[src/rtl/trlp_pkg.sv]
// trlp_pkg: shared types and constants of the reply line parser
`timescale 1ns / 1ps
`default_nettype none
package trlp_pkg;

  localparam int unsigned DIGIT_W = 4;
  localparam int unsigned NUM_W   = 16;

  // character classes seen by the phase machine
  typedef enum logic [4:0] {
    SYM_END,
    SYM_ZERO,
    SYM_DIGIT,
    SYM_LC_I,
    SYM_LC_D,
    SYM_LC_X,
    SYM_COLON,
    SYM_UC_R,
    SYM_UC_C,
    SYM_UC_V,
    SYM_COMMA,
    SYM_MINUS,
    SYM_UC_E,
    SYM_UC_I,
    SYM_UC_D,
    SYM_UC_X,
    SYM_UC_O,
    SYM_UC_K,
    SYM_OTHER
  } sym_t;

  typedef struct packed {
    sym_t               sym;
    logic [DIGIT_W-1:0] digit;
  } token_t;

  typedef enum logic [4:0] {
    PH_START,
    PH_I_D,
    PH_I_X,
    PH_I_COLON,
    PH_IDX_FIRST,
    PH_IDX_DIGITS,
    PH_VAL_FIRST,
    PH_VAL_DIGITS,
    PH_R_C,
    PH_R_V,
    PH_R_COMMA,
    PH_NUM_SIGN,
    PH_NUM_DIGITS,
    PH_E_R1,
    PH_E_R2,
    PH_E_COMMA,
    PH_E_I,
    PH_E_D,
    PH_E_X,
    PH_E_COMMA2,
    PH_O_K,
    PH_ACCEPT,
    PH_REJECT
  } phase_t;

  localparam logic [2:0] FORM_NONE = 3'd0;
  localparam logic [2:0] FORM_IDX  = 3'd1;
  localparam logic [2:0] FORM_RCV  = 3'd2;
  localparam logic [2:0] FORM_ERR  = 3'd3;
  localparam logic [2:0] FORM_OK   = 3'd4;

endpackage
`default_nettype wire

[src/rtl/trlp_if.sv]
// trlp_if: input and result channel interfaces of the reply line parser
`timescale 1ns / 1ps
`default_nettype none
interface trlp_in_if;
  logic       valid;
  logic       ready;
  logic [7:0] ch;
  logic       line_end;
  modport source (output valid, output ch, output line_end, input ready);
  modport sink (input valid, input ch, input line_end, output ready);
endinterface

interface trlp_out_if;
  logic               valid;
  logic               ready;
  logic               accepted;
  logic [2:0]         msg_type;
  logic [15:0]        index;
  logic signed [15:0] level;
  modport source (output valid, output accepted, output msg_type, output index,
                  output level, input ready);
  modport sink (input valid, input accepted, input msg_type, input index,
                input level, output ready);
endinterface
`default_nettype wire

[src/rtl/trlp_front.sv]
// trlp_front: accepts input items and classifies each character
`timescale 1ns / 1ps
`default_nettype none
module trlp_front (
  trlp_in_if.sink          in_chan,
  output logic             tok_valid,
  input  logic             tok_ready,
  output trlp_pkg::token_t tok
);

  assign tok_valid     = in_chan.valid;
  assign in_chan.ready = tok_ready;

  always_comb begin
    tok.digit = in_chan.ch[trlp_pkg::DIGIT_W-1:0];
    if (in_chan.line_end) begin
      tok.sym = trlp_pkg::SYM_END;
    end else if (in_chan.ch >= 8'h30 && in_chan.ch <= 8'h39) begin
      tok.sym = trlp_pkg::SYM_DIGIT;
    end else begin
      unique case (in_chan.ch)
        8'h00:   tok.sym = trlp_pkg::SYM_ZERO;
        8'h69:   tok.sym = trlp_pkg::SYM_LC_I;
        8'h64:   tok.sym = trlp_pkg::SYM_LC_D;
        8'h78:   tok.sym = trlp_pkg::SYM_LC_X;
        8'h3a:   tok.sym = trlp_pkg::SYM_COLON;
        8'h52:   tok.sym = trlp_pkg::SYM_UC_R;
        8'h43:   tok.sym = trlp_pkg::SYM_UC_C;
        8'h56:   tok.sym = trlp_pkg::SYM_UC_V;
        8'h2c:   tok.sym = trlp_pkg::SYM_COMMA;
        8'h2d:   tok.sym = trlp_pkg::SYM_MINUS;
        8'h45:   tok.sym = trlp_pkg::SYM_UC_E;
        8'h49:   tok.sym = trlp_pkg::SYM_UC_I;
        8'h44:   tok.sym = trlp_pkg::SYM_UC_D;
        8'h58:   tok.sym = trlp_pkg::SYM_UC_X;
        8'h4f:   tok.sym = trlp_pkg::SYM_UC_O;
        8'h4b:   tok.sym = trlp_pkg::SYM_UC_K;
        default: tok.sym = trlp_pkg::SYM_OTHER;
      endcase
    end
  end

endmodule
`default_nettype wire

[src/rtl/trlp_queue.sv]
// trlp_queue: short token queue between front and back
`timescale 1ns / 1ps
`default_nettype none
module trlp_queue #(
  parameter int unsigned DEPTH = 2
) (
  input  logic             clk,
  input  logic             rst_n,
  input  logic             wr_valid,
  output logic             wr_ready,
  input  trlp_pkg::token_t wr_token,
  output logic             rd_valid,
  input  logic             rd_ready,
  output trlp_pkg::token_t rd_token
);

  localparam int unsigned PTR_W = (DEPTH > 1) ? $clog2(DEPTH) : 1;
  localparam int unsigned CNT_W = $clog2(DEPTH + 1);

  trlp_pkg::token_t entry_r [DEPTH];
  logic [PTR_W-1:0] wr_ptr_r, wr_ptr_nxt;
  logic [PTR_W-1:0] rd_ptr_r, rd_ptr_nxt;
  logic [CNT_W-1:0] count_r, count_nxt;
  logic             push, pop;

  assign wr_ready = count_r != CNT_W'(DEPTH);
  assign rd_valid = count_r != '0;
  assign rd_token = entry_r[rd_ptr_r];
  assign push     = wr_valid && wr_ready;
  assign pop      = rd_valid && rd_ready;

  always_comb begin
    wr_ptr_nxt = wr_ptr_r;
    rd_ptr_nxt = rd_ptr_r;
    count_nxt  = count_r;
    if (push) begin
      wr_ptr_nxt = (wr_ptr_r == PTR_W'(DEPTH - 1)) ? '0 : wr_ptr_r + 1'b1;
    end
    if (pop) begin
      rd_ptr_nxt = (rd_ptr_r == PTR_W'(DEPTH - 1)) ? '0 : rd_ptr_r + 1'b1;
    end
    if (push && !pop) begin
      count_nxt = count_r + 1'b1;
    end else if (pop && !push) begin
      count_nxt = count_r - 1'b1;
    end
  end

  always_ff @(posedge clk) begin
    if (!rst_n) begin
      wr_ptr_r <= '0;
      rd_ptr_r <= '0;
      count_r  <= '0;
    end else begin
      wr_ptr_r <= wr_ptr_nxt;
      rd_ptr_r <= rd_ptr_nxt;
      count_r  <= count_nxt;
    end
  end

  always_ff @(posedge clk) begin
    if (push) begin
      entry_r[wr_ptr_r] <= wr_token;
    end
  end

endmodule
`default_nettype wire

[src/rtl/trlp_back.sv]
// trlp_back: phase machine, number accumulators and result register
`timescale 1ns / 1ps
`default_nettype none
module trlp_back (
  input  logic             clk,
  input  logic             rst_n,
  input  logic             tok_valid,
  output logic             tok_ready,
  input  trlp_pkg::token_t tok,
  trlp_out_if.source       out_chan
);

  localparam int unsigned NW = trlp_pkg::NUM_W;

  trlp_pkg::phase_t phase_r, phase_nxt;
  logic [NW-1:0]    index_acc_r, index_acc_nxt;
  logic [NW-1:0]    value_acc_r, value_acc_nxt;
  logic             negative_r, negative_nxt;
  logic [2:0]       form_r, form_nxt;

  logic             out_valid_r;
  logic             accepted_r;
  logic [2:0]       msg_type_r;
  logic [NW-1:0]    index_r;
  logic [NW-1:0]    level_r;

  logic             take, take_end;
  logic             ends_ok;
  logic             res_accepted;
  logic [2:0]       res_type;
  logic [NW-1:0]    res_index, res_level;
  logic [NW-1:0]    index_step, value_step;
  logic [NW-1:0]    index_neg, value_neg;

  function automatic logic ends_accepted(trlp_pkg::phase_t ph);
    logic r;
    unique case (ph)
      trlp_pkg::PH_VAL_DIGITS, trlp_pkg::PH_NUM_SIGN, trlp_pkg::PH_NUM_DIGITS,
      trlp_pkg::PH_E_COMMA, trlp_pkg::PH_E_I, trlp_pkg::PH_E_D, trlp_pkg::PH_E_X,
      trlp_pkg::PH_E_COMMA2, trlp_pkg::PH_ACCEPT: r = 1'b1;
      default: r = 1'b0;
    endcase
    return r;
  endfunction

  assign tok_ready = (tok.sym != trlp_pkg::SYM_END) || !out_valid_r || out_chan.ready;
  assign take      = tok_valid && tok_ready;
  assign take_end  = take && (tok.sym == trlp_pkg::SYM_END);

  // acc * 10 + digit, wrapping
  assign index_step = (index_acc_r << 3) + (index_acc_r << 1)
                    + {{(NW-trlp_pkg::DIGIT_W){1'b0}}, tok.digit};
  assign value_step = (value_acc_r << 3) + (value_acc_r << 1)
                    + {{(NW-trlp_pkg::DIGIT_W){1'b0}}, tok.digit};
  assign index_neg  = ~index_acc_r + 1'b1;
  assign value_neg  = ~value_acc_r + 1'b1;
  assign ends_ok    = ends_accepted(phase_r);

  // result of the line so far
  always_comb begin
    res_accepted = ends_ok;
    res_type     = trlp_pkg::FORM_NONE;
    res_index    = '0;
    res_level    = '0;
    if (ends_ok) begin
      res_type = form_r;
      if (form_r == trlp_pkg::FORM_IDX) begin
        res_index = index_acc_r;
        res_level = negative_r ? value_neg : value_acc_r;
      end else if (form_r == trlp_pkg::FORM_RCV || form_r == trlp_pkg::FORM_ERR) begin
        res_index = negative_r ? index_neg : index_acc_r;
      end
    end else if (form_r == trlp_pkg::FORM_IDX) begin
      res_index = index_acc_r;
    end
  end

  // next state
  always_comb begin
    phase_nxt     = phase_r;
    index_acc_nxt = index_acc_r;
    value_acc_nxt = value_acc_r;
    negative_nxt  = negative_r;
    form_nxt      = form_r;
    if (take_end) begin
      phase_nxt     = trlp_pkg::PH_START;
      index_acc_nxt = '0;
      value_acc_nxt = '0;
      negative_nxt  = 1'b0;
      form_nxt      = trlp_pkg::FORM_NONE;
    end else if (take && phase_r != trlp_pkg::PH_ACCEPT && phase_r != trlp_pkg::PH_REJECT) begin
      if (tok.sym == trlp_pkg::SYM_ZERO) begin
        phase_nxt = ends_ok ? trlp_pkg::PH_ACCEPT : trlp_pkg::PH_REJECT;
      end else begin
        unique case (phase_r)
          trlp_pkg::PH_START: begin
            phase_nxt = trlp_pkg::PH_REJECT;
            if (tok.sym == trlp_pkg::SYM_LC_I) begin
              form_nxt  = trlp_pkg::FORM_IDX;
              phase_nxt = trlp_pkg::PH_I_D;
            end else if (tok.sym == trlp_pkg::SYM_UC_R) begin
              form_nxt  = trlp_pkg::FORM_RCV;
              phase_nxt = trlp_pkg::PH_R_C;
            end else if (tok.sym == trlp_pkg::SYM_UC_E) begin
              form_nxt  = trlp_pkg::FORM_ERR;
              phase_nxt = trlp_pkg::PH_E_R1;
            end else if (tok.sym == trlp_pkg::SYM_UC_O) begin
              form_nxt  = trlp_pkg::FORM_OK;
              phase_nxt = trlp_pkg::PH_O_K;
            end
          end
          trlp_pkg::PH_I_D: phase_nxt = (tok.sym == trlp_pkg::SYM_LC_D) ?
                                        trlp_pkg::PH_I_X : trlp_pkg::PH_REJECT;
          trlp_pkg::PH_I_X: phase_nxt = (tok.sym == trlp_pkg::SYM_LC_X) ?
                                        trlp_pkg::PH_I_COLON : trlp_pkg::PH_REJECT;
          trlp_pkg::PH_I_COLON: phase_nxt = (tok.sym == trlp_pkg::SYM_COLON) ?
                                            trlp_pkg::PH_IDX_FIRST : trlp_pkg::PH_REJECT;
          trlp_pkg::PH_IDX_FIRST: begin
            if (tok.sym == trlp_pkg::SYM_DIGIT) begin
              index_acc_nxt = index_step;
              phase_nxt     = trlp_pkg::PH_IDX_DIGITS;
            end else begin
              phase_nxt = trlp_pkg::PH_REJECT;
            end
          end
          trlp_pkg::PH_IDX_DIGITS: begin
            if (tok.sym == trlp_pkg::SYM_DIGIT) begin
              index_acc_nxt = index_step;
            end else begin
              phase_nxt = (tok.sym == trlp_pkg::SYM_COLON) ?
                          trlp_pkg::PH_VAL_FIRST : trlp_pkg::PH_REJECT;
            end
          end
          trlp_pkg::PH_VAL_FIRST: begin
            if (tok.sym == trlp_pkg::SYM_MINUS) begin
              negative_nxt = 1'b1;
              phase_nxt    = trlp_pkg::PH_VAL_DIGITS;
            end else if (tok.sym == trlp_pkg::SYM_DIGIT) begin
              value_acc_nxt = value_step;
              phase_nxt     = trlp_pkg::PH_VAL_DIGITS;
            end else begin
              phase_nxt = trlp_pkg::PH_REJECT;
            end
          end
          trlp_pkg::PH_VAL_DIGITS: begin
            if (tok.sym == trlp_pkg::SYM_DIGIT) begin
              value_acc_nxt = value_step;
            end else begin
              phase_nxt = trlp_pkg::PH_ACCEPT;
            end
          end
          trlp_pkg::PH_R_C: phase_nxt = (tok.sym == trlp_pkg::SYM_UC_C) ?
                                        trlp_pkg::PH_R_V : trlp_pkg::PH_REJECT;
          trlp_pkg::PH_R_V: phase_nxt = (tok.sym == trlp_pkg::SYM_UC_V) ?
                                        trlp_pkg::PH_R_COMMA : trlp_pkg::PH_REJECT;
          trlp_pkg::PH_R_COMMA: phase_nxt = (tok.sym == trlp_pkg::SYM_COMMA) ?
                                            trlp_pkg::PH_NUM_SIGN : trlp_pkg::PH_REJECT;
          trlp_pkg::PH_NUM_SIGN: begin
            if (tok.sym == trlp_pkg::SYM_MINUS) begin
              negative_nxt = 1'b1;
              phase_nxt    = trlp_pkg::PH_NUM_DIGITS;
            end else if (tok.sym == trlp_pkg::SYM_DIGIT) begin
              index_acc_nxt = index_step;
              phase_nxt     = trlp_pkg::PH_NUM_DIGITS;
            end else begin
              phase_nxt = trlp_pkg::PH_ACCEPT;
            end
          end
          trlp_pkg::PH_NUM_DIGITS: begin
            if (tok.sym == trlp_pkg::SYM_DIGIT) begin
              index_acc_nxt = index_step;
            end else begin
              phase_nxt = trlp_pkg::PH_ACCEPT;
            end
          end
          trlp_pkg::PH_E_R1: phase_nxt = (tok.sym == trlp_pkg::SYM_UC_R) ?
                                         trlp_pkg::PH_E_R2 : trlp_pkg::PH_REJECT;
          trlp_pkg::PH_E_R2: phase_nxt = (tok.sym == trlp_pkg::SYM_UC_R) ?
                                         trlp_pkg::PH_E_COMMA : trlp_pkg::PH_REJECT;
          trlp_pkg::PH_E_COMMA: phase_nxt = (tok.sym == trlp_pkg::SYM_COMMA) ?
                                            trlp_pkg::PH_E_I : trlp_pkg::PH_ACCEPT;
          trlp_pkg::PH_E_I: phase_nxt = (tok.sym == trlp_pkg::SYM_UC_I) ?
                                        trlp_pkg::PH_E_D : trlp_pkg::PH_ACCEPT;
          trlp_pkg::PH_E_D: phase_nxt = (tok.sym == trlp_pkg::SYM_UC_D) ?
                                        trlp_pkg::PH_E_X : trlp_pkg::PH_ACCEPT;
          trlp_pkg::PH_E_X: phase_nxt = (tok.sym == trlp_pkg::SYM_UC_X) ?
                                        trlp_pkg::PH_E_COMMA2 : trlp_pkg::PH_ACCEPT;
          trlp_pkg::PH_E_COMMA2: phase_nxt = (tok.sym == trlp_pkg::SYM_COMMA) ?
                                             trlp_pkg::PH_NUM_SIGN : trlp_pkg::PH_ACCEPT;
          trlp_pkg::PH_O_K: phase_nxt = (tok.sym == trlp_pkg::SYM_UC_K) ?
                                        trlp_pkg::PH_ACCEPT : trlp_pkg::PH_REJECT;
          default: phase_nxt = trlp_pkg::PH_REJECT;
        endcase
      end
    end
  end

  always_ff @(posedge clk) begin
    if (!rst_n) begin
      phase_r     <= trlp_pkg::PH_START;
      index_acc_r <= '0;
      value_acc_r <= '0;
      negative_r  <= 1'b0;
      form_r      <= trlp_pkg::FORM_NONE;
      out_valid_r <= 1'b0;
    end else begin
      phase_r     <= phase_nxt;
      index_acc_r <= index_acc_nxt;
      value_acc_r <= value_acc_nxt;
      negative_r  <= negative_nxt;
      form_r      <= form_nxt;
      if (take_end) begin
        out_valid_r <= 1'b1;
      end else if (out_chan.ready) begin
        out_valid_r <= 1'b0;
      end
    end
  end

  always_ff @(posedge clk) begin
    if (take_end) begin
      accepted_r <= res_accepted;
      msg_type_r <= res_type;
      index_r    <= res_index;
      level_r    <= res_level;
    end
  end

  assign out_chan.valid    = out_valid_r;
  assign out_chan.accepted = accepted_r;
  assign out_chan.msg_type = msg_type_r;
  assign out_chan.index    = index_r;
  assign out_chan.level    = level_r;

endmodule
`default_nettype wire

[src/rtl/text_reply_line_parser_core.sv]
// text_reply_line_parser_core: top level of the reply line parser
`timescale 1ns / 1ps
`default_nettype none
// Takes a reply line one character item at a time and closes it with a line_end
// item, which yields one result (accepted, msg_type, index, level); character
// items yield nothing. One item is accepted every cycle while the queue has
// room: the front classifies the character and pushes it into a queue of
// QUEUE_DEPTH entries, and the back pops one token a cycle into the phase
// machine and its 16-bit accumulators, holding a line_end token while the last
// result waits. The back registers each result in the output register, where it
// may wait while further characters keep flowing into the queue.
module text_reply_line_parser_core #(
  parameter int unsigned QUEUE_DEPTH = 2
) (
  input  logic        clk,
  input  logic        rst_n,
  trlp_in_if.sink     in_chan,
  trlp_out_if.source  out_chan
);

  logic             f_valid, f_ready;
  trlp_pkg::token_t f_tok;
  logic             b_valid, b_ready;
  trlp_pkg::token_t b_tok;

  trlp_front u_front (
    .in_chan   (in_chan),
    .tok_valid (f_valid),
    .tok_ready (f_ready),
    .tok       (f_tok)
  );

  trlp_queue #(
    .DEPTH (QUEUE_DEPTH)
  ) u_queue (
    .clk      (clk),
    .rst_n    (rst_n),
    .wr_valid (f_valid),
    .wr_ready (f_ready),
    .wr_token (f_tok),
    .rd_valid (b_valid),
    .rd_ready (b_ready),
    .rd_token (b_tok)
  );

  trlp_back u_back (
    .clk       (clk),
    .rst_n     (rst_n),
    .tok_valid (b_valid),
    .tok_ready (b_ready),
    .tok       (b_tok),
    .out_chan  (out_chan)
  );

endmodule
`default_nettype wire

[src/flat_wrapper.sv]
// flat-port wrapper written by rule: the top's interface ports become plain ports
module text_reply_line_parser_core_flat 
#(
  parameter int unsigned QUEUE_DEPTH = 2
)
  (clk, rst_n, in_chan_valid, in_chan_ch, in_chan_line_end, in_chan_ready, out_chan_valid, out_chan_accepted, out_chan_msg_type, out_chan_index, out_chan_level, out_chan_ready);
  trlp_in_if in_chan_i ();
  trlp_out_if out_chan_i ();
  input  logic clk;
  input  logic rst_n;
  input wire logic [$bits(in_chan_i.valid)-1:0] in_chan_valid;
  input wire logic [$bits(in_chan_i.ch)-1:0] in_chan_ch;
  input wire logic [$bits(in_chan_i.line_end)-1:0] in_chan_line_end;
  output wire logic [$bits(in_chan_i.ready)-1:0] in_chan_ready;
  output wire logic [$bits(out_chan_i.valid)-1:0] out_chan_valid;
  output wire logic [$bits(out_chan_i.accepted)-1:0] out_chan_accepted;
  output wire logic [$bits(out_chan_i.msg_type)-1:0] out_chan_msg_type;
  output wire logic [$bits(out_chan_i.index)-1:0] out_chan_index;
  output wire logic [$bits(out_chan_i.level)-1:0] out_chan_level;
  input wire logic [$bits(out_chan_i.ready)-1:0] out_chan_ready;
  assign in_chan_i.valid = in_chan_valid;
  assign in_chan_i.ch = in_chan_ch;
  assign in_chan_i.line_end = in_chan_line_end;
  assign in_chan_ready = in_chan_i.ready;
  assign out_chan_valid = out_chan_i.valid;
  assign out_chan_accepted = out_chan_i.accepted;
  assign out_chan_msg_type = out_chan_i.msg_type;
  assign out_chan_index = out_chan_i.index;
  assign out_chan_level = out_chan_i.level;
  assign out_chan_i.ready = out_chan_ready;
  text_reply_line_parser_core #(.QUEUE_DEPTH(QUEUE_DEPTH)) u_core (.clk(clk), .rst_n(rst_n), .in_chan(in_chan_i), .out_chan(out_chan_i));
endmodule
[config.mk]
export PLATFORM = sky130hd
export DESIGN_NAME = text_reply_line_parser_core_flat
export DESIGN_NICKNAME = d
export VERILOG_FILES = /design/src/rtl/trlp_pkg.sv /design/src/rtl/trlp_if.sv /design/src/rtl/trlp_front.sv /design/src/rtl/trlp_queue.sv /design/src/rtl/trlp_back.sv /design/src/rtl/text_reply_line_parser_core.sv /design/src/flat_wrapper.sv
export SDC_FILE = /design/constraint.sdc
export NUM_CORES = 1
export LEC_CHECK = 0
export BUFFER_PORTS_ARGS = -buffer_cell sky130_fd_sc_hd__buf_2
export CAP_MARGIN = 25
export CORE_UTILIZATION = 62
export CTS_CLUSTER_SIZE = 28
export DETAILED_ROUTE_END_ITERATION = 10
export GPL_ROUTABILITY_DRIVEN = 0
export HOLD_SLACK_MARGIN = 0.08
export PLACE_DENSITY = 0.81
export SLEW_MARGIN = 15
export SYNTH_ARGS = -nofsm -noshare
export SYNTH_HDL_FRONTEND = slang
export SYNTH_SLANG_ARGS = --single-unit
[constraint.sdc]
create_clock -name clk -period 6.8 [get_ports clk]
set_clock_uncertainty 0.1 [all_clocks]
set_input_delay 0.34 -clock clk [delete_from_list [all_inputs] [get_ports clk]]
set_output_delay 0.34 -clock clk [all_outputs]
set_load 0.02 [all_outputs]
==> results of run 1 <==
-- report_power, final --
| part | switching, mW | total [mW] | internal (mW) |
|---|---|---|---|
| clock network | 0.219 | 0.544 | 0.325 |
| registers | 0.111 | 0.813 | 0.702 |
| logic | 0.427 | 0.717 | 0.290 |
-- cells in the final DEF (no fill, tap or decap), types with 6 or more instances in the layout --
cell	count
a21o_1	13
mux2i_1	23
nor2b_1	13
nand2b_1	12
nor3b_1	7
buf_4	7
o21ai_0	49
xor2_1	13
clkbuf_16	9
and2_1	12
a21oi_1	64
nand3_1	25
ha_1	57
nor2_1	89
o21bai_1	6
dfxtp_1	48
inv_1	19
nor3_1	16
o31ai_1	10
xnor2_1	33
edfxtp_1	54
buf_2	50
o22ai_1	10
nand4_1	6
or3_1	19
a211oi_1	14
nand2_1	64
and3_1	11
-- per-stage QoR --
step            util  worst slack [ps]  hold slack, ps  instances
2_1_floorplan      -              1990             339        829
3_3_place_gp   0.674              3170             396        992
3_5_place_dp   0.674              3100             410        992
4_1_cts        0.700              3070             195       1008
5_1_grt        0.701              2800             204       1009
6_report       0.701              3030             198       1009
-- worst paths after layout --
path | end | cells past startpoint
setup / recovery | u_core.u_back.value_acc_r[12] | 12
hold / removal | u_core.u_queue.wr_ptr_r | 2
setup reg to reg | u_core.u_back.value_acc_r[12] | 12
hold reg to reg | u_core.u_back.value_acc_r[15] | 2
-- critical path, delay by kind of cell (launching register included) --
family,cells,cell delay [ps]
DFF,1,310
AOI/OAI and AO/OA,6,1090
and+or+nand+nor,1,190
adders and majority gates,2,1050
muxes,1,430
xor gates and xnor gates,1,150
buffers and inverters,1,310
-- registers in the layout (all words and copies together) (netlist names), named ones only --
register and count:
u_core.u_back.out_chan.index 16, u_core.u_back.ends_ok 1, u_core.u_back.out_chan.valid 1, u_core.u_queue.wr_ptr_r 1, u_core.u_back.phase_r 5, u_core.u_queue.entry_r 18
u_core.u_queue.count_r 2, u_core.u_back.out_chan.level 16, u_core.u_back.out_chan.accepted 1, u_core.u_back.form_r 3, u_core.u_back.value_acc_r 16, u_core.u_back.out_chan.msg_type 3
u_core.u_queue.rd_ptr_r 1, u_core.u_back.negative_r 1, u_core.u_back.index_acc_r 16
-- cell type report --
type | instances | area (um2) | area share
clock buffers | 13 | 240 | 0.0296
clock inverters | 3 | 68.8 | 0.00849
inverters | 19 | 71.3 | 0.00880
multi-input cells | 672 | 4660 | 0.575
flip-flops and latches | 102 | 2580 | 0.319
well taps | 143 | 179 | 0.0221
repair buffers | 57 | 303 | 0.0373
-- cell families after synthesis --
family                   Yosys count  synth area share
flip-flops                       102             0.346
XOR/XNOR                          46            0.0540
adder cells (fa/ha/maj)           61             0.106
AO/OA/AOI/OAI                    214             0.189
buffers and inverters             55            0.0320
AND/OR/NAND/NOR                  322             0.231
multiplexers                      29            0.0417
-- metal layers --
layer  up-vias  part of all wire
met5         -                 0
met4         0             0.023
met3        43             0.082
met2       313              0.47
met1      2944              0.43
li1       3154                 -
==> results.py, run 1 <==
metrics = {
    "yosys": {
        "ys.flop_type": "edfxtp_1",
        "synth_edf_count": 54,
        "synthArstFlopShare": 0,
        "synth.avg_cell_area_um2": 9.01,
        "syn_area_um2": 7470,
        "synthCells": 829,
        "ys_warn_count": 0,
        "synth_common_cells": "nor2_1, a21oi_1, nand2_1",
        "yosys.area.top_type": "edfxtp_1",
        "yosys.cell_count.top_type": "nor2_1",
        "synth-seq-cells": 102,
        "post-synth-top-area-fraction": 0.217,
        "ys_types": 83,
        "synth_seq_area_share": 0.346,
        "synth_nets": 903,
        "synth_area_leaders": "edfxtp_1, dfxtp_1, ha_1",
    },
    "global_routing": {
        "grt_use_met3": 0.0457,
        "grt_overflow": 0,
        "antenna_found_initial": 0,
        "grt_max_degree": 44,
        "grtUsageTotal": 0.277,
        "grt_pass1_vias": 5875,
        "grtUsageMet2": 0.451,
        "grt_util_met1": 0.367,
        "grt.busiest_layer": "met2",
        "grt_first_pass_wirelength_um": 28100,
    },
    "setup_path": {
        "end_kind": "register",
        "worstSetupPathType": "reg2reg",
        "critical_path.startpoint_type": "register",
        "crit_path_max_incr_delay_ps": 550,
        "critical_path_required_ps": 6910,
        "crit_top_cell": "fa_1",
        "arrival_ps": 3880,
        "slowest_stage": "fa_1",
        "crit_path_cell_trace": "buf_4 > mux2_2 > fa_1 > fa_1 > a21o_1 > a21oi_1 > o21ba_2 > o21ai_0 > a41oi_1 > nor2b_1 > xor2_1 > o31ai_1",
        "reg2reg_slack_ps": 3030,
        "crit_fanout": 33,
    },
    "clock_network": {
        "clkLatencyLatePin_ps": 350,
        "post_cts_buffers": 0,
        "cts.path.max_buffers": 2,
        "clk_pin_slew_ps": 70,
        "cts_num_sinks": 102,
        "cts_tree": "built",
        "htreeDepth": 3,
        "cts_resized": 0,
        "ctsRootBufferMaster": "clkbuf_16",
        "numCtsBuffers": 9,
        "holdBufCountCts": 0,
    },
    "routing": {
        "drt_first_pass_iters": 9,
        "final_antenna_net_count": 0,
        "vias": 6454,
        "routed_via_density": 6.40,
        "wl_per_cell_um": 16.7,
        "initialDrtViolationCount": 752,
        "drcViolationCount": 8,
        "wl_um": 16800,
    },
    "sta": {
        "fmaxAchievable_ghz": 0.265,
        "setup_violations": 0,
        "report.final.slew_viol_count": 0,
        "worst_slew_pin_slew_ps": 848,
        "rsz0062_at_grt": "false",
        "hold_viol": 0,
        "period_share": 0.554,
        "post-route-min-period_ps": 3770,
        "relSlewSlack": 0.434,
        "setup_tns_ps": 0,
    },
    "placement": {
        "io_buffers": 50,
        "dpl-instance-area_um2": 7790,
        "hpwlAfterDp_um": 12200,
    },
    "cells_and_area": {
        "fin_area_um2": 8110,
        "drive_above_1_share": 0.118,
        "syn_to_final_growth_pct": 8.60,
        "nFillCells": 883,
        "insertedDiodeCount": 0,
        "nNetsFinal": 935,
    },
    "power": {
        "power_density_nw_per_um2": 256,
        "leakagePower_nw": 3.30,
        "irDropWorstVdd_mv": 0.200,
        "p_total_mw": 2.07,
    },
    "die": {
        "dieArea_um2": 12500,
        "fp.dieW_um": 112,
        "core_um2": 11600,
        "initial_utilization": 0.646,
        "ioPinCount": 51,
        "die_h_um": 112,
        "placementRows": 39,
    },
    "worst_hold_path": {
        "holdCritPathClass": "in2reg",
        "min_from": "rst_n",
    },
    "job": {
        "max-cap-violations": 0,
    },
    "status": {
        "violations": "DRC",
        "status": "complete, but fails checks",
    },
}
Power figures use the tool's default switching activity.
==> inputs of run 2 (changes only) <==
- CORE_UTILIZATION: 62 -> 56
- PLACE_DENSITY: 0.81 -> 0.78
- clock period: 6.8 -> 3.4 ns (I/O delays scaled with it)
==> run 2 against run 1 <==
  * The flow now finishes without violations
  * Clock-buffer cell count shrank 4
  * Critical path depth fell by 2
  * First-iteration DRC count is 23% lower
  * Critical path type unchanged
  * Maximum frequency up 15%
==> results.py, run 2 (synthesis gave the netlist of run 1 again) <==
metrics = {
    "status": {
        "status": "finished, final reports clean",
    },
    "placement": {
        "hpwlAfterDp_um": 12700,
        "post-place-ws_ps": 23.9,
        "io_buffers": 50,
        "dpl-instance-area_um2": 8010,
    },
    "setup_path": {
        "worstSetupPathType": "reg2reg",
        "crit_fanout": 8,
        "end_kind": "register",
        "critical_path.startpoint_type": "register",
        "rr_startpoint": "u_core.u_queue.entry_r[0][8]",
        "critPathLaunch": "u_core.u_queue.entry_r[0][8]",
        "critical_path_required_ps": 3610,
        "arrival_ps": 3500,
    },
    "sta": {
        "hold_viol": 0,
        "period_share": 0.968,
        "layout_setup_ws_ps": 110,
        "fmaxAchievable_ghz": 0.304,
        "rsz0062_at_grt": "true",
        "relSlewSlack": 0.365,
        "worst_slew_pin_slew_ps": 951,
        "setup_violations": 0,
        "worst_hold_slack_ps": 150,
        "report.final.slew_viol_count": 0,
        "post-route-min-period_ps": 3290,
    },
    "power": {
        "p_total_mw": 4.22,
        "p_switching_mw": 1.61,
        "power_density_nw_per_um2": 501,
        "swShare": 0.381,
        "pwr-share-seq": 0.370,
        "irDropWorstVdd_mv": 0.363,
        "leakagePower_nw": 3.44,
        "internal-power_mw": 2.61,
        "comb_power_share": 0.391,
        "clockPowerShare": 0.239,
    },
    "worst_hold_path": {
        "holdCritPathClass": "in2reg",
        "min_from": "in_chan_valid",
    },
    "cells_and_area": {
        "final_cell_mix": "nor2_1, nand2_1, a21oi_1",
        "syn_to_final_growth_pct": 13.0,
        "mostFrequentLayoutCell": "nor2_1",
        "fin_area_um2": 8440,
        "regMostFlops": "u_core.u_queue.entry_r",
        "nNetsFinal": 961,
        "drive_above_1_share": 0.157,
        "insertedDiodeCount": 0,
        "largest_reg_flops": 18,
        "utilization": 0.658,
    },
    "routing": {
        "drt_first_pass_iters": 5,
        "drcViolationCount": 0,
        "routed_via_density": 6.19,
        "wl_per_cell_um": 16.1,
        "vias": 6589,
        "initialDrtViolationCount": 580,
        "wl_um": 17200,
        "final_antenna_net_count": 0,
    },
    "die": {
        "placementRows": 41,
        "core_um2": 12800,
        "initial_utilization": 0.582,
        "fp.dieW_um": 117,
        "dieArea_um2": 13800,
        "ioPinCount": 51,
        "die_h_um": 117,
    },
    "clock_network": {
        "cts.path.max_buffers": 2,
        "cts_tree": "built",
        "numCtsBuffers": 9,
        "htreeDepth": 3,
        "clkLatencyLatePin_ps": 360,
        "ctsRootBufferMaster": "clkbuf_16",
        "clk_pin_slew_ps": 70,
        "cts_num_sinks": 102,
    },
    "global_routing": {
        "antenna_found_initial": 0,
        "grtUsageTotal": 0.255,
        "grt_first_pass_wirelength_um": 29200,
        "grt_max_degree": 39,
        "grt_pass1_vias": 6209,
        "grt_overflow": 0,
    },
    "job": {
        "max-cap-violations": 0,
    },
}
[run 2: cell types whose count changed in the layout (fill, tap and decap cells not counted), moves of 3 or more]
| cell | delta |
|---|---|
| buf_4 | +18 |
| clkbuf_1 | -4 |
| dlygate4sd3_1 | +7 |
| inv_8 | +3 |
[run 2: repair_timing]
| action | in CTS | in global routing |
|---|---|---|
| setup buffers | 0 | 1 |
| hold buffers | 7 | 0 |
| resized for setup | 0 | 12 |
| endpoints found under the hold margin | 15 | 0 |
| endpoints found under the setup margin | 0 | 12 |
[run 2: per-layer routing]
metal  vias up  share of wire  GRT usage
met5         -              0          0
met4         0          0.024      0.107
met3        38          0.060     0.0392
met2       265           0.48      0.420
met1      3082           0.44      0.334
li1       3204              -          -
[run 2: power groups by stage]
| stage | clock network [mW] | registers (mW) | logic [mW] |
|---|---|---|---|
| final | 1.01 | 1.56 | 1.65 |
| after global routing | 1.07 | 1.58 | 1.80 |
| after CTS | 1.02 | 1.55 | 1.60 |
| after detailed placement | 0 | 1.58 | 1.58 |
| after global placement | 0 | 1.57 | 1.54 |
| after floorplan | 0 | 1.51 | 1.23 |
[run 2: worst paths after layout]
check	slack, ps	cells past startpoint	to
setup reg to reg	110	10	u_core.u_back.ends_ok
hold / removal	150	4	u_core.u_queue.wr_ptr_r
hold reg to reg	420	2	u_core.u_back.value_acc_r[15]
setup / recovery	110	10	u_core.u_back.ends_ok
[run 2: stage by stage]
stage                     TNS, ps  instances
after floorplan                 0        829
after global placement          0       1040
after detailed placement        0       1040
after CTS                       0       1063
after global routing        -38.7       1064
final                           0       1064
[run 2: worst max-delay path, cell delays in order (launching register included)]
cell,delay (ps)
edfxtp_1,550
or4b_2,730
a21oi_1,200
mux4_2,260
a21oi_1,60
o221ai_1,210
a21boi_1,120
a211oi_1,390
ha_1,300
o22ai_1,150
mux2_2,160
[run 2: final cells by class]
class / instances / area (um2)
clock buffer: 9 / 225
clock inverter: 7 / 61.3
fill: 1055 / 4390
inverter: 19 / 71.3
multi-input combinational: 672 / 4750
sequential: 102 / 2590
tap: 172 / 215
timing repair buffer: 83 / 528
==> inputs of run 3 (changes only) <==
==> constraint.sdc (replaced) <==
create_clock -name clk -period 3.4 [get_ports clk]
set_clock_uncertainty 0.1 [all_clocks]
set_input_delay 0.34 -clock clk [delete_from_list [all_inputs] [get_ports clk]]
set_output_delay 0.34 -clock clk [all_outputs]
set_load 0.02 [all_outputs]
==> run 3 against run 2 <==
  * Global-route usage shrank 0.13 points
  * Worst hold slack gained 32 ps
  * Power shrank 0.18%
  * Routed wire length shrank 0.26%
  * First-iteration DRC count shrank 7.8%
  * Via count shrank 0.41%
  * Final area shrank 0.83%
  * Maximum frequency is essentially flat
  * Sequential share of layout area grew 0.26 points
  * Utilization shrank 0.55 points
  * Sequential power is essentially flat
  * Critical endpoint unchanged
  * Highest routed layer unchanged
==> results.py, run 3 (synthesis gave the netlist of run 1 again) <==
metrics = {
    "clock_network": {
        "ctsRootBufferMaster": "clkbuf_16",
        "cts_tree": "built",
        "clkLatencyLatePin_ps": 360,
        "clk_pin_slew_ps": 70,
        "cts.path.max_buffers": 2,
        "cts_num_sinks": 102,
        "holdBufCountCts": 0,
        "htreeDepth": 3,
        "numCtsBuffers": 9,
    },
    "cells_and_area": {
        "mostFrequentLayoutCell": "nor2_1",
        "nFillCells": 1064,
        "final_cell_mix": "nor2_1, nand2_1, a21oi_1",
        "nNetsFinal": 954,
        "drive_above_1_share": 0.158,
        "regMostFlops": "u_core.u_queue.entry_r",
        "largest_reg_flops": 18,
        "insertedDiodeCount": 0,
        "syn_to_final_growth_pct": 12.1,
        "utilization": 0.652,
        "fin_area_um2": 8370,
    },
    "sta": {
        "worst_slew_pin_slew_ps": 955,
        "period_share": 0.967,
        "fmaxAchievable_ghz": 0.304,
        "hold_viol": 0,
        "layout_setup_ws_ps": 112,
        "setup_violations": 0,
        "rsz0062_at_grt": "true",
        "worst_hold_slack_ps": 182,
        "post-route-min-period_ps": 3290,
        "relSlewSlack": 0.362,
        "report.final.slew_viol_count": 0,
    },
    "die": {
        "fp.dieW_um": 117,
        "ioPinCount": 51,
        "core_um2": 12800,
        "die_h_um": 117,
        "placementRows": 41,
        "initial_utilization": 0.582,
        "dieArea_um2": 13800,
    },
    "setup_path": {
        "arrival_ps": 3500,
        "critical_path.startpoint_type": "register",
        "end_kind": "register",
        "critical_path_required_ps": 3610,
        "worstSetupPathType": "reg2reg",
        "crit_fanout": 8,
    },
    "global_routing": {
        "antenna_found_initial": 0,
        "grt_max_degree": 39,
        "grt_pass1_vias": 6182,
        "grt_first_pass_wirelength_um": 29100,
        "grt_overflow": 0,
        "grtUsageTotal": 0.254,
    },
    "routing": {
        "wl_per_cell_um": 16.2,
        "wl_um": 17100,
        "initialDrtViolationCount": 535,
        "drcViolationCount": 0,
        "vias": 6562,
        "drt_first_pass_iters": 6,
        "final_antenna_net_count": 0,
        "routed_via_density": 6.21,
    },
    "power": {
        "comb_power_share": 0.390,
        "internal-power_mw": 2.61,
        "clockPowerShare": 0.238,
        "swShare": 0.381,
        "power_density_nw_per_um2": 504,
        "p_switching_mw": 1.61,
        "irDropWorstVdd_mv": 0.363,
        "leakagePower_nw": 3.41,
        "pwr-share-seq": 0.371,
    },
    "placement": {
        "io_buffers": 50,
        "dpl-instance-area_um2": 8010,
        "post-place-ws_ps": 23.9,
        "hpwlAfterDp_um": 12700,
    },
    "status": {
        "status": "finished, final reports clean",
    },
    "worst_hold_path": {
        "holdCritPathClass": "in2reg",
    },
    "job": {
        "max-cap-violations": 0,
    },
}
run 3: stage by stage:
stage | std cells | setup TNS (ps) | power [mW]
final | 1057 | 0 | 4.22
after global routing | 1057 | -38.7 | 4.45
after CTS | 1056 | 0 | 4.17
after detailed placement | 1040 | 0 | 3.16
after global placement | 1040 | 0 | 3.11
after floorplan | 829 | 0 | 2.74
run 3: routing by layer:
| layer | GRT usage | wire (um) | up-vias |
|---|---|---|---|
| li1 | - | - | 3195 |
| met1 | 0.332 | 7440 | 3026 |
| met2 | 0.418 | 8150 | 300 |
| met3 | 0.0392 | 1130 | 41 |
| met4 | 0.107 | 400 | 0 |
| met5 | 0 | 0 | - |
run 3: path summary, 6_finish.rpt:
kind	slack [ps]	depth (start not counted)	to	startpoint
setup reg to reg	110	10	u_core.u_back.ends_ok	u_core.u_queue.entry_r[0][8]
setup / recovery	110	10	u_core.u_back.ends_ok	u_core.u_queue.entry_r[0][8]
hold reg to reg	420	2	u_core.u_back.value_acc_r[15]	u_core.u_back.value_acc_r[15]
hold / removal	180	2	u_core.u_back.out_chan.valid	rst_n
run 3: power by group through the flow:
| stage | Clock [mW] | Combinational (mW) | Sequential (mW) |
|---|---|---|---|
| after floorplan | 0 | 1.23 | 1.51 |
| after global placement | 0 | 1.54 | 1.57 |
| after detailed placement | 0 | 1.58 | 1.58 |
| after CTS | 1.02 | 1.59 | 1.55 |
| after global routing | 1.07 | 1.80 | 1.58 |
| final | 1.01 | 1.65 | 1.57 |
run 3: cell type report:
| type | instances | area [um2] | area share |
|---|---|---|---|
| Clock buffer | 9 | 225 | 0.0269 |
| Clock inverter | 7 | 61.3 | 0.00733 |
| Inverter | 19 | 71.3 | 0.00852 |
| Multi-Input combinational cell | 672 | 4750 | 0.568 |
| Sequential cell | 102 | 2590 | 0.309 |
| Tap cell | 172 | 215 | 0.0257 |
| Timing Repair Buffer | 76 | 458 | 0.0547 |
run 3: timing repair:
action,in CTS,in global routing
gates resized for setup,0,12
buffers inserted,0,1
endpoints found under the setup margin,0,12
run 3: critical path, stage by stage (launching register included):
cell and delay (ps):
edfxtp_1 550, or4b_2 730, a21oi_1 200, mux4_2 260, a21oi_1 60, o221ai_1 210, a21boi_1 120, a211oi_1 380
ha_1 300, o22ai_1 150, mux2_2 160
